$ cat config.mk
export PLATFORM = sky130hd
export DESIGN_NAME = lidar_packet_byte_parser_top
export DESIGN_NICKNAME = d
export VERILOG_FILES = /design/src/lpbp_pkg.sv /design/src/lidar_packet_byte_parser_top.sv
export SDC_FILE = /design/constraint.sdc
export NUM_CORES = 1
export LEC_CHECK = 0
export BUFFER_PORTS_ARGS = -buffer_cell sky130_fd_sc_hd__buf_2
export CORE_UTILIZATION = 60
export CTS_CLUSTER_SIZE = 12
export DETAILED_ROUTE_END_ITERATION = 6
export PLACE_DENSITY = 0.84
export SYNTH_ARGS = -nofsm -noshare
export SYNTH_HDL_FRONTEND = slang
export SYNTH_SLANG_ARGS = --single-unit
$ cat constraint.sdc
create_clock -name clk -period 4.6 [get_ports clk]
set_clock_uncertainty 0.2 [all_clocks]
set_input_delay 0.69 -clock clk [delete_from_list [all_inputs] [get_ports clk]]
set_output_delay 0.69 -clock clk [all_outputs]
set_load 0.01 [all_outputs]
$ cat src/lpbp_pkg.sv
// ----------------------------------------------------------------------------
// Lidar packet byte parser package
// Phase codes, record kinds, field widths and register reset values shared by
// the parser logic and its checks.
// ----------------------------------------------------------------------------
package lpbp_pkg;

	// Field widths.
	localparam int ByteW   = 8;
	localparam int KindW   = 3;
	localparam int ValueW  = 32;
	localparam int PhaseW  = 3;
	localparam int CountW  = 7;
	localparam int CfgIdxW = 2;

	// Parser phases.
	localparam logic [PhaseW-1:0] PH_HUNT    = 3'd0;
	localparam logic [PhaseW-1:0] PH_AZIMUTH = 3'd1;
	localparam logic [PhaseW-1:0] PH_POINTS  = 3'd2;
	localparam logic [PhaseW-1:0] PH_TIME    = 3'd3;
	localparam logic [PhaseW-1:0] PH_GPS     = 3'd4;

	// Record kinds carried on the output tuser.
	localparam logic [KindW-1:0] KIND_AZIMUTH   = 3'd0;
	localparam logic [KindW-1:0] KIND_DISTANCE  = 3'd1;
	localparam logic [KindW-1:0] KIND_REFLECT   = 3'd2;
	localparam logic [KindW-1:0] KIND_TIME      = 3'd3;
	localparam logic [KindW-1:0] KIND_GPS_START = 3'd4;
	localparam logic [KindW-1:0] KIND_GPS_CHAR  = 3'd5;

	// Configuration register indexes.
	localparam logic [CfgIdxW-1:0] REG_BLOCKS_PER_PACKET = 2'd0;
	localparam logic [CfgIdxW-1:0] REG_POINTS_PER_BLOCK  = 2'd1;
	localparam logic [CfgIdxW-1:0] REG_GPS_PAYLOAD_LEN   = 2'd2;

	// Register reset values.
	localparam logic [3:0] BLOCKS_RST = 4'd12;
	localparam logic [5:0] POINTS_RST = 6'd32;
	localparam logic [7:0] GPS_RST    = 8'd84;

	// Flag bytes.
	localparam logic [ByteW-1:0] FLAG_HI   = 8'd255;
	localparam logic [ByteW-1:0] FLAG_LO   = 8'd238;
	localparam logic [ByteW-1:0] GPS_DOLLAR = 8'd36;
	localparam logic [ByteW-1:0] GPS_G     = 8'd71;

	// Largest number of points in a block and the byte count it implies.
	localparam logic [5:0]        MAX_POINTS = 6'd32;
	localparam logic [CountW-1:0] MAX_BYTES  = 7'd96;

	// Byte length of a block body: points clamped to 1..32, three bytes each.
	function automatic logic [CountW-1:0] point_limit(input logic [5:0] points);
		logic [5:0] p;
		begin
			p = points;
			if (p == 6'd0) p = 6'd1;
			if (p > MAX_POINTS) p = MAX_POINTS;
			point_limit = {1'b0, p} + {1'b0, p} + {1'b0, p};
		end
	endfunction

endpackage

$ cat src/lidar_packet_byte_parser_top.sv
// ----------------------------------------------------------------------------
// Lidar packet byte parser, top level
// Hunts a raw byte stream for data block and GPS flags and emits azimuth,
// distance, reflectivity, timestamp and GPS records.
// ----------------------------------------------------------------------------
// The parser takes one byte per beat on the slave side and sustains one byte
// per clock cycle unless stalled: every byte is decoded in the cycle it is
// accepted, the parse state is updated at that edge, and any record it produces
// lands in the output register at that edge. A byte yields zero or one record.
// The input stays ready while the output register is empty or being drained,
// so a record waiting for the downstream side stalls the input only when the
// output is not taken. While hunting, the block looks for FF EE (data block)
// or "$G" (GPS sentence); the flag is recognized on its second byte. A data
// block gives one azimuth record, then per point one distance record (value
// in 2 mm units) and one reflectivity record. After blocks_per_packet blocks
// a four byte timestamp is collected; the fifth byte is dropped, and the
// timestamp record is emitted when that fifth byte is taken. A GPS sentence
// gives a start record with value zero and then gps_payload_len character
// records; one more byte is dropped before hunting resumes. Configuration
// registers should be written only while the stream is idle.
// ----------------------------------------------------------------------------
module lidar_packet_byte_parser_top (
	input  logic        clk,
	input  logic        arst_n,
	// Configuration write port.
	input  logic        cfg_we,
	input  logic [1:0]  cfg_index,
	input  logic [7:0]  cfg_data,
	// Byte input stream.
	input  logic        s_tvalid,
	output logic        s_tready,
	input  logic [7:0]  s_tdata,   // [7:0] data_byte
	// Record output stream.
	output logic        m_tvalid,
	input  logic        m_tready,
	output logic [31:0] m_tdata,   // [31:0] record_value
	output logic [2:0]  m_tuser    // [2:0] record_kind
);

	// Configuration registers.
	logic [3:0] blocks_per_packet_q;
	logic [5:0] points_per_block_q;
	logic [7:0] gps_payload_len_q;

	// Parse state.
	logic [lpbp_pkg::PhaseW-1:0] phase_q;
	logic [lpbp_pkg::ByteW-1:0]  prev_byte_q;
	logic [lpbp_pkg::CountW-1:0] byte_cnt_q;
	logic [1:0]                  byte_mod3_q;   // byte_cnt_q modulo three
	logic [7:0]                  blocks_seen_q;
	logic [2:0]                  asm_idx_q;
	logic [lpbp_pkg::ValueW-1:0] asm_val_q;
	logic [7:0]                  gps_left_q;

	// Next-state values.
	logic [lpbp_pkg::PhaseW-1:0] phase_d;
	logic [lpbp_pkg::ByteW-1:0]  prev_byte_d;
	logic [lpbp_pkg::CountW-1:0] byte_cnt_d;
	logic [1:0]                  byte_mod3_d;
	logic [7:0]                  blocks_seen_d;
	logic [2:0]                  asm_idx_d;
	logic [lpbp_pkg::ValueW-1:0] asm_val_d;
	logic [7:0]                  gps_left_d;

	// Record produced by the current byte.
	logic                        rec_emit;
	logic [lpbp_pkg::KindW-1:0]  rec_kind;
	logic [lpbp_pkg::ValueW-1:0] rec_value;

	// Output register.
	logic                        out_valid_q;
	logic [lpbp_pkg::KindW-1:0]  out_kind_q;
	logic [lpbp_pkg::ValueW-1:0] out_value_q;

	logic                        s_fire;
	logic [lpbp_pkg::CountW-1:0] cnt_inc;
	logic [1:0]                  mod3_inc;
	logic [lpbp_pkg::CountW-1:0] limit;

	assign s_tready = !out_valid_q || m_tready;
	assign s_fire   = s_tvalid && s_tready;

	assign m_tvalid = out_valid_q;
	assign m_tdata  = out_value_q;
	assign m_tuser  = out_kind_q;

	// The byte counter never passes 96, so the 7-bit increment cannot wrap.
	assign cnt_inc  = byte_cnt_q + 7'd1;
	assign mod3_inc = (byte_mod3_q == 2'd2) ? 2'd0 : byte_mod3_q + 2'd1;
	assign limit    = lpbp_pkg::point_limit(points_per_block_q);

	// Configuration writes; an index past the list is ignored.
	always_ff @(posedge clk or negedge arst_n) begin
		if (!arst_n) begin
			blocks_per_packet_q <= lpbp_pkg::BLOCKS_RST;
			points_per_block_q  <= lpbp_pkg::POINTS_RST;
			gps_payload_len_q   <= lpbp_pkg::GPS_RST;
		end else if (cfg_we) begin
			unique case (cfg_index)
				lpbp_pkg::REG_BLOCKS_PER_PACKET: blocks_per_packet_q <= cfg_data[3:0];
				lpbp_pkg::REG_POINTS_PER_BLOCK:  points_per_block_q  <= cfg_data[5:0];
				lpbp_pkg::REG_GPS_PAYLOAD_LEN:   gps_payload_len_q   <= cfg_data;
				default: ;
			endcase
		end
	end

	// Byte decoder: one pass of the phase machine per accepted byte.
	always_comb begin
		phase_d       = phase_q;
		prev_byte_d   = prev_byte_q;
		byte_cnt_d    = byte_cnt_q;
		byte_mod3_d   = byte_mod3_q;
		blocks_seen_d = blocks_seen_q;
		asm_idx_d     = asm_idx_q;
		asm_val_d     = asm_val_q;
		gps_left_d    = gps_left_q;
		rec_emit      = 1'b0;
		rec_kind      = lpbp_pkg::KIND_AZIMUTH;
		rec_value     = '0;

		unique case (phase_q)
			lpbp_pkg::PH_HUNT: begin
				if (prev_byte_q == lpbp_pkg::FLAG_HI && s_tdata == lpbp_pkg::FLAG_LO) begin
					// The flag byte itself gives no record.
					if (blocks_seen_q != 8'hFF) blocks_seen_d = blocks_seen_q + 8'd1;
					phase_d     = lpbp_pkg::PH_AZIMUTH;
					prev_byte_d = '0;
					asm_idx_d   = '0;
					asm_val_d   = '0;
				end else if (prev_byte_q == lpbp_pkg::GPS_DOLLAR
					&& s_tdata == lpbp_pkg::GPS_G) begin
					rec_emit    = 1'b1;
					rec_kind    = lpbp_pkg::KIND_GPS_START;
					gps_left_d  = gps_payload_len_q;
					phase_d     = lpbp_pkg::PH_GPS;
					prev_byte_d = '0;
				end else begin
					prev_byte_d = s_tdata;
				end
			end

			lpbp_pkg::PH_AZIMUTH: begin
				if (asm_idx_q == 3'd0) begin
					asm_val_d = {24'd0, s_tdata};
					asm_idx_d = 3'd1;
				end else begin
					rec_emit    = 1'b1;
					rec_kind    = lpbp_pkg::KIND_AZIMUTH;
					rec_value   = {16'd0, s_tdata, asm_val_q[7:0]};
					asm_idx_d   = '0;
					asm_val_d   = '0;
					byte_cnt_d  = '0;
					byte_mod3_d = '0;
					phase_d     = lpbp_pkg::PH_POINTS;
				end
			end

			lpbp_pkg::PH_POINTS: begin
				byte_cnt_d  = cnt_inc;
				byte_mod3_d = mod3_inc;
				if (mod3_inc != 2'd0) begin
					if (asm_idx_q == 3'd0) begin
						asm_val_d = {24'd0, s_tdata};
						asm_idx_d = 3'd1;
					end else begin
						// Distance doubled into 2 mm units.
						rec_emit  = 1'b1;
						rec_kind  = lpbp_pkg::KIND_DISTANCE;
						rec_value = {15'd0, s_tdata, asm_val_q[7:0], 1'b0};
						asm_idx_d = '0;
						asm_val_d = '0;
					end
				end else begin
					rec_emit  = 1'b1;
					rec_kind  = lpbp_pkg::KIND_REFLECT;
					rec_value = {24'd0, s_tdata};
				end
				if (cnt_inc >= limit) begin
					byte_cnt_d  = '0;
					byte_mod3_d = '0;
					asm_idx_d   = '0;
					asm_val_d   = '0;
					prev_byte_d = '0;
					phase_d     = (blocks_seen_q == {4'd0, blocks_per_packet_q})
						? lpbp_pkg::PH_TIME : lpbp_pkg::PH_HUNT;
				end
			end

			lpbp_pkg::PH_TIME: begin
				if (asm_idx_q[2] == 1'b0) begin
					case (asm_idx_q[1:0])
						2'd0:    asm_val_d = asm_val_q | {24'd0, s_tdata};
						2'd1:    asm_val_d = asm_val_q | {16'd0, s_tdata, 8'd0};
						2'd2:    asm_val_d = asm_val_q | {8'd0, s_tdata, 16'd0};
						default: asm_val_d = asm_val_q | {s_tdata, 24'd0};
					endcase
					asm_idx_d = asm_idx_q + 3'd1;
				end else begin
					rec_emit      = 1'b1;
					rec_kind      = lpbp_pkg::KIND_TIME;
					rec_value     = asm_val_q;
					asm_idx_d     = '0;
					asm_val_d     = '0;
					blocks_seen_d = '0;
					phase_d       = lpbp_pkg::PH_HUNT;
					prev_byte_d   = '0;
				end
			end

			lpbp_pkg::PH_GPS: begin
				if (gps_left_q != 8'd0) begin
					rec_emit   = 1'b1;
					rec_kind   = lpbp_pkg::KIND_GPS_CHAR;
					rec_value  = {24'd0, s_tdata};
					gps_left_d = gps_left_q - 8'd1;
				end else begin
					phase_d     = lpbp_pkg::PH_HUNT;
					prev_byte_d = '0;
				end
			end

			default: begin
				// Codes that mean nothing fall back to hunting.
				phase_d     = lpbp_pkg::PH_HUNT;
				prev_byte_d = '0;
				asm_idx_d   = '0;
				asm_val_d   = '0;
				byte_cnt_d  = '0;
				byte_mod3_d = '0;
			end
		endcase
	end

	// Parse state advances only on an accepted byte.
	always_ff @(posedge clk or negedge arst_n) begin
		if (!arst_n) begin
			phase_q       <= lpbp_pkg::PH_HUNT;
			prev_byte_q   <= '0;
			byte_cnt_q    <= '0;
			byte_mod3_q   <= '0;
			blocks_seen_q <= '0;
			asm_idx_q     <= '0;
			asm_val_q     <= '0;
			gps_left_q    <= '0;
		end else if (s_fire) begin
			phase_q       <= phase_d;
			prev_byte_q   <= prev_byte_d;
			byte_cnt_q    <= byte_cnt_d;
			byte_mod3_q   <= byte_mod3_d;
			blocks_seen_q <= blocks_seen_d;
			asm_idx_q     <= asm_idx_d;
			asm_val_q     <= asm_val_d;
			gps_left_q    <= gps_left_d;
		end
	end

	// Output register. A byte is accepted only when this register is empty or
	// being drained, so a new record never overwrites one still waiting.
	always_ff @(posedge clk or negedge arst_n) begin
		if (!arst_n) begin
			out_valid_q <= 1'b0;
		end else if (s_fire && rec_emit) begin
			out_valid_q <= 1'b1;
		end else if (m_tready) begin
			out_valid_q <= 1'b0;
		end
	end

	always_ff @(posedge clk) begin
		if (s_fire && rec_emit) begin
			out_kind_q  <= rec_kind;
			out_value_q <= rec_value;
		end
	end

`ifndef SYNTH
	// The phase machine only ever reaches its five defined phases.
	assert property (@(posedge clk) disable iff (!arst_n)
		phase_q <= lpbp_pkg::PH_GPS)
		else $error("parser phase left its defined range");

	// The block byte counter never runs past the largest block body.
	assert property (@(posedge clk) disable iff (!arst_n)
		byte_cnt_q < lpbp_pkg::MAX_BYTES && byte_mod3_q != 2'd3)
		else $error("block byte counter out of range");

	// Distance records are even and fit in 17 bits.
	assert property (@(posedge clk) disable iff (!arst_n)
		m_tvalid && m_tuser == lpbp_pkg::KIND_DISTANCE
		|-> m_tdata[0] == 1'b0 && m_tdata[31:17] == 15'd0)
		else $error("distance record not doubled");

	// A GPS start record carries a zero value and leaves the parser in GPS phase.
	assert property (@(posedge clk) disable iff (!arst_n)
		s_fire && phase_q == lpbp_pkg::PH_HUNT && rec_kind == lpbp_pkg::KIND_GPS_START
		&& rec_emit |=> m_tvalid && m_tdata == 32'd0 && phase_q == lpbp_pkg::PH_GPS)
		else $error("GPS start record malformed");
`endif

endmodule
Yosys cells after proc, flatten, opt, wreduce, memory -nomap -nowiden
Index checks and enable logic that the tools add are counted.

Bits of input ports: 23. Word-level logic and storage cells: 147. Flip-flop bits (word level): 125. Output and inout port bits: 37.

Eq/ne operators: 26. $add $sub $neg: 7. Reductions and logical operators: 26. Magnitude comparators: 2. Multiplexer cells: 65. Bitwise gates (word level): 7.

Operator list (count): $mux 32 (6); $pmux 32 s5 (1); $pmux 32 s4 (1); $mux 8 (12); $pmux 32 s3 (1); $mux 3 (14); $pmux 8 s5 (1); $or 32x16->32 (1); $or 32x24->32 (1); $or 32x32->32 (1); $or 32x8->32 (1); $pmux 8 s2 (2); $pmux 3 s5 (2); $pmux 7 s3 (1); $ne 2x2->1 const B (9); $mux 17 (1); $eq 8x8->1 const B (2); $mux 16 (1); $reduce_and 5->1 (3); $mux 7 (2); $mux 6 (2); $pmux 3 s4 (1); $mux 1 (10); $mux 2 (5); other kinds (35) (52).

Logic depth before layout (Yosys ltp)
Depth after elaboration: 9. Gate-level depth with buffers: 19.

Least setup slack after synthesis
Ideal clock, no wire load.

Path kind: reg-to-reg. From: register points_per_block_q[5]. To: register asm_val_q[24] (netlist name). Buffers on the path: 1. Arrival time: 3.500 ns. Data required time: 4.261 ns. Stages on the path, launching flop included: 15. Period minus slack after synthesis: 3.838 ns. Setup time: 0.139 ns. Slack: 0.762 ns. Cell sequence: dfstp_2 -> nor2b_1 -> ha_1 -> fa_1 -> a21o_1 -> a21oi_1 -> xnor2_1 -> ha_1 -> nand2_1 -> o21a_1 -> o21a_1 -> clkbuf_1 -> a2111o_1 -> nor3_4 -> nor3_2.

Longest elaborated chain between the ends: 9. Elaborated cells on any way between the ends: 11. Those cells by class: add/sub (2); order compare (2); eq/ne (1); mux (4); reduce/logical (2).

Ends and longest elaborated chain: from (decl) (line lidar_packet_byte_parser_top.sv:42) `logic [5:0] points_per_block_q;`; from (signal assigned) (line lidar_packet_byte_parser_top.sv:96) `points_per_block_q <= lpbp_pkg::POINTS_RST;`; from (signal assigned) (line lidar_packet_byte_parser_top.sv:101) `lpbp_pkg::REG_POINTS_PER_BLOCK: points_per_block_q <= cfg_data[5:0];`; $logic_not 6->1 (line lpbp_pkg.sv:56) `if (p == 6'd0) p = 6'd1;`; $mux 6 * (line lpbp_pkg.sv:56); $gt 6x6->1 (line lpbp_pkg.sv:57) `if (p > MAX_POINTS) p = MAX_POINTS;`; $mux 6 * (line lpbp_pkg.sv:57); $add 6x6->7 (line lpbp_pkg.sv:58) `point_limit = {1'b0, p} + {1'b0, p} + {1'b0, p};`; $add 7x6->7 * (line lpbp_pkg.sv:58); $ge 7x7->1 * (line lidar_packet_byte_parser_top.sv:179) `if (cnt_inc >= limit) begin`; $mux 32 / $ne 3x3->1 (equally long branches); $pmux 32 s5 / $reduce_and 4->1 (equally long branches); to (signal assigned) (line lidar_packet_byte_parser_top.sv:253) `asm_val_q <= asm_val_d;`; to (decl) (line lidar_packet_byte_parser_top.sv:52) `logic [lpbp_pkg::ValueW-1:0] asm_val_q;`.

Every way passes the cells marked *; elsewhere a longest branch is shown, timed or not. A chain may end at the register's enable or synchronous reset.

Worst setup path in the final report
From: register points_per_block_q[5]. To: register asm_val_q[21] (netlist name).

Same word-level chain as after synthesis.

==> impl_metrics.toml <==
[status]
outcome = "finished, violations left"
failed_checks = "design-rule violations"

[clock_network]
cts.clk_slew.worst_paths_ns = 0.06
cts_setup_buffers = 0
clockBufferDepth = 2
htreeDepth = 4
numCtsBuffers = 17
cts_resized = 0
cts_tree = "yes"
clock-sinks = 125
ctsHoldBuffers = 0
clkLatencyLatePin_ns = 0.53
clockRootBuffer = "clkbuf_8"

[layout]
final_core_util_pct = 71.04
antenna-diode-count = 0
drive_gt1_share_pct = 22.88
mostFrequentLayoutCell = "dfrtp_1"
fin_nets = 705
syn2layout_area_growth_pct = 13.10
mostFrequentLayoutCells = "dfrtp_1, nor2_1, buf_2"
layoutNonFillerInstCount = 809

[place]
place_congestion = 0.9543
place_hpwl_um = 10140
io_buffers = 59
placed_cells = 778

[timing]
period_needed_ns = 4.185
slew_headroom_pct = 20.24
finalHoldViolCount = 0
drv_slew = 0
period_share_pct = 90.98
worst_pin_slew_ns = 1.194
rsz0062_at_grt = "no"
fmax_mhz = 239.0
setup_viol = 0
fin_tns_setup_ns = 0

[synth]
synthesis.area_um2 = 6571
ys_seq_area_share_pct = 50.38
yosysUniqueCellTypes = 67
ys.flop_type = "dfrtp_1"
synth_seq_cells = 125
async_flop_share_pct = 72.00
syn_nets = 654
synth.avg_cell_area_um2 = 10.77
synth_edf_count = 35
synth_cells = 610
ys_warn_count = 0

[global_route]
first_global_vias = 5176
antenna_found_initial = 0
gr-total-overflow = 0
grt_max_degree = 65
grt_pass1_wl_um = 24710
grt_usage_pct = 28.23

[worst_setup_path]
critPathRequiredTime_ns = 4.80
cp_slowest_stage_delay_ns = 0.59
cp_cell_sequence = "nor2b_1, ha_1, a21o_1, a21oi_1, inv_1, a21oi_1, mux2i_1, ha_1, a21oi_1, o21a_1, o21a_1, a2111oi_4, buf_4, and2_1, a311o_1"
cp_slowest_cell = "dfstp_2"
cp_num_buf_inv = 2
worstPathMaxFanout = 29
r2r_cells = 15
critPathKind = "reg -> reg"
cpMostUsedCell = "a21oi_1"
crit_arrival_ns = 4.39
reg2reg_from = "points_per_block_q[5]"
endpoint_kind = "flip-flop"
cp_top_family = "compound AO/OA/AOI/OAI gates"
rrSetupSlack_ns = 0.42
r2r-end = "asm_val_q[21]"
startpoint_type = "flip-flop"

[power]
p_total_w = 0.003772
max-vdd-ir-drop_mv = 0.2828
power.density_nw_per_um2 = 507.5
p_leak_nw = 3.201

[floorplan]
initial_core_util_pct = 62.81
num_rows = 37
core_um2 = 10460
die-area_um2 = 11370
dieHeight_um = 106.7
fp.dieW_um = 106.7
ioPinCount = 60

[routing]
first_pass_iters = 7
drt-wirelength-per-cell_um = 18.80
drc = 6
vias = 5243
drt_iter0_markers = 549
vias_per_cell = 6.481
wirelength_um = 15210
drtAntennaViolNets = 0

[job]
cap_violations = 0

[min_path]
hold_path.class = "in -> async"
==> kinds of logic after synthesis <==
group | share of synthesized area, %
xor gates and xnor gates | 1.599
AOI/OAI and AO/OA | 16.72
DFF | 50.38
muxes | 3.732
and+or+nand+nor | 18.83
adders and majority gates | 4.113
buffers and inverters | 4.627
==> state kept, by name (all words and copies together), names as in the netlist <==
signal	count
asm_val_q	32
m_tdata	32
blocks_seen_q	8
gps_left_q	8
gps_payload_len_q	8
prev_byte_q	8
byte_cnt_q	7
points_per_block_q	6
blocks_per_packet_q	4
asm_idx_q	3
m_tuser	3
phase_q	3
byte_mod3_q	2
m_tvalid	1
==> cell type report <==
type | instances | area (um^2)
Clock buffer | 19 | 421.7
Inverter | 33 | 123.9
Sequential cell | 125 | 3311
Tap cell | 136 | 170.2
Timing Repair Buffer | 64 | 335.3
Multi-Input combinational cell | 420 | 2972
Clock inverter | 12 | 98.84
Fill cell | 733 | 3030
==> through the flow <==
stage / area (um^2) / hold WS (ns) / worst slack (ns)
finish: 7432 / 0.05897 / 0.4151
global route: 7432 / 0.1251 / 0.1650
CTS: 7432 / 0.08183 / 0.4566
detailed placement: 6912 / 0.2986 / 0.4924
global placement: 6912 / 0.2677 / 0.6516
floorplan: 6571 / 0.1944 / 0.7619
==> layer usage <==
metal	wire (um)	global-route usage, %	vias up
li1	-	-	2373
met1	5868	34.61	2557
met2	7745	46.68	250
met3	1077	5.897	63
met4	517	15.66	0
met5	0	0	-
==> report_power, final <==
| part | leakage [nW] | internal, W | switching [W] |
|---|---|---|---|
| Combinational | 1.43 | 0.000397 | 0.000619 |
| Sequential | 1.52 | 0.00140 | 0.000181 |
| Clock | 0.251 | 0.000706 | 0.000469 |
| Total | 3.20 | 0.00250 | 0.00127 |
==> how the worst max path moves through the flow <==
stage	slack [ns]	cells after the start	startpoint	to
after floorplan	0.76	14	points_per_block_q[5]	asm_val_q[24]
after global placement	0.65	14	points_per_block_q[5]	asm_val_q[22]
after detailed placement	0.49	14	points_per_block_q[5]	asm_val_q[19]
after CTS	0.46	14	points_per_block_q[5]	asm_val_q[21]
after global routing	0.17	15	points_per_block_q[5]	asm_val_q[19]
final	0.42	15	points_per_block_q[5]	asm_val_q[21]
==> synthesized netlist by cell type (7+ instances only) <==
cell type / instances / area share (%)
nor3_2: 17 / 2.6
nand3_1: 14 / 1.1
o21ai_0: 39 / 3.0
inv_1: 33 / 1.9
a211oi_1: 8 / 0.91
a222oi_1: 15 / 2.3
xnor2_1: 7 / 0.93
a311o_1: 7 / 1.1
nand2b_1: 13 / 1.2
edfxtp_1: 35 / 16
ha_1: 20 / 3.8
a21oi_1: 18 / 1.4
dfrtp_1: 84 / 32
clkbuf_1: 16 / 0.91
nor2_1: 68 / 3.9
a22o_1: 14 / 1.9
a31oi_1: 21 / 2.0
and3_1: 15 / 1.4
mux2_2: 20 / 3.4
nand2_1: 31 / 1.8
No activity file was read; power rests on OpenSTA's default activity.
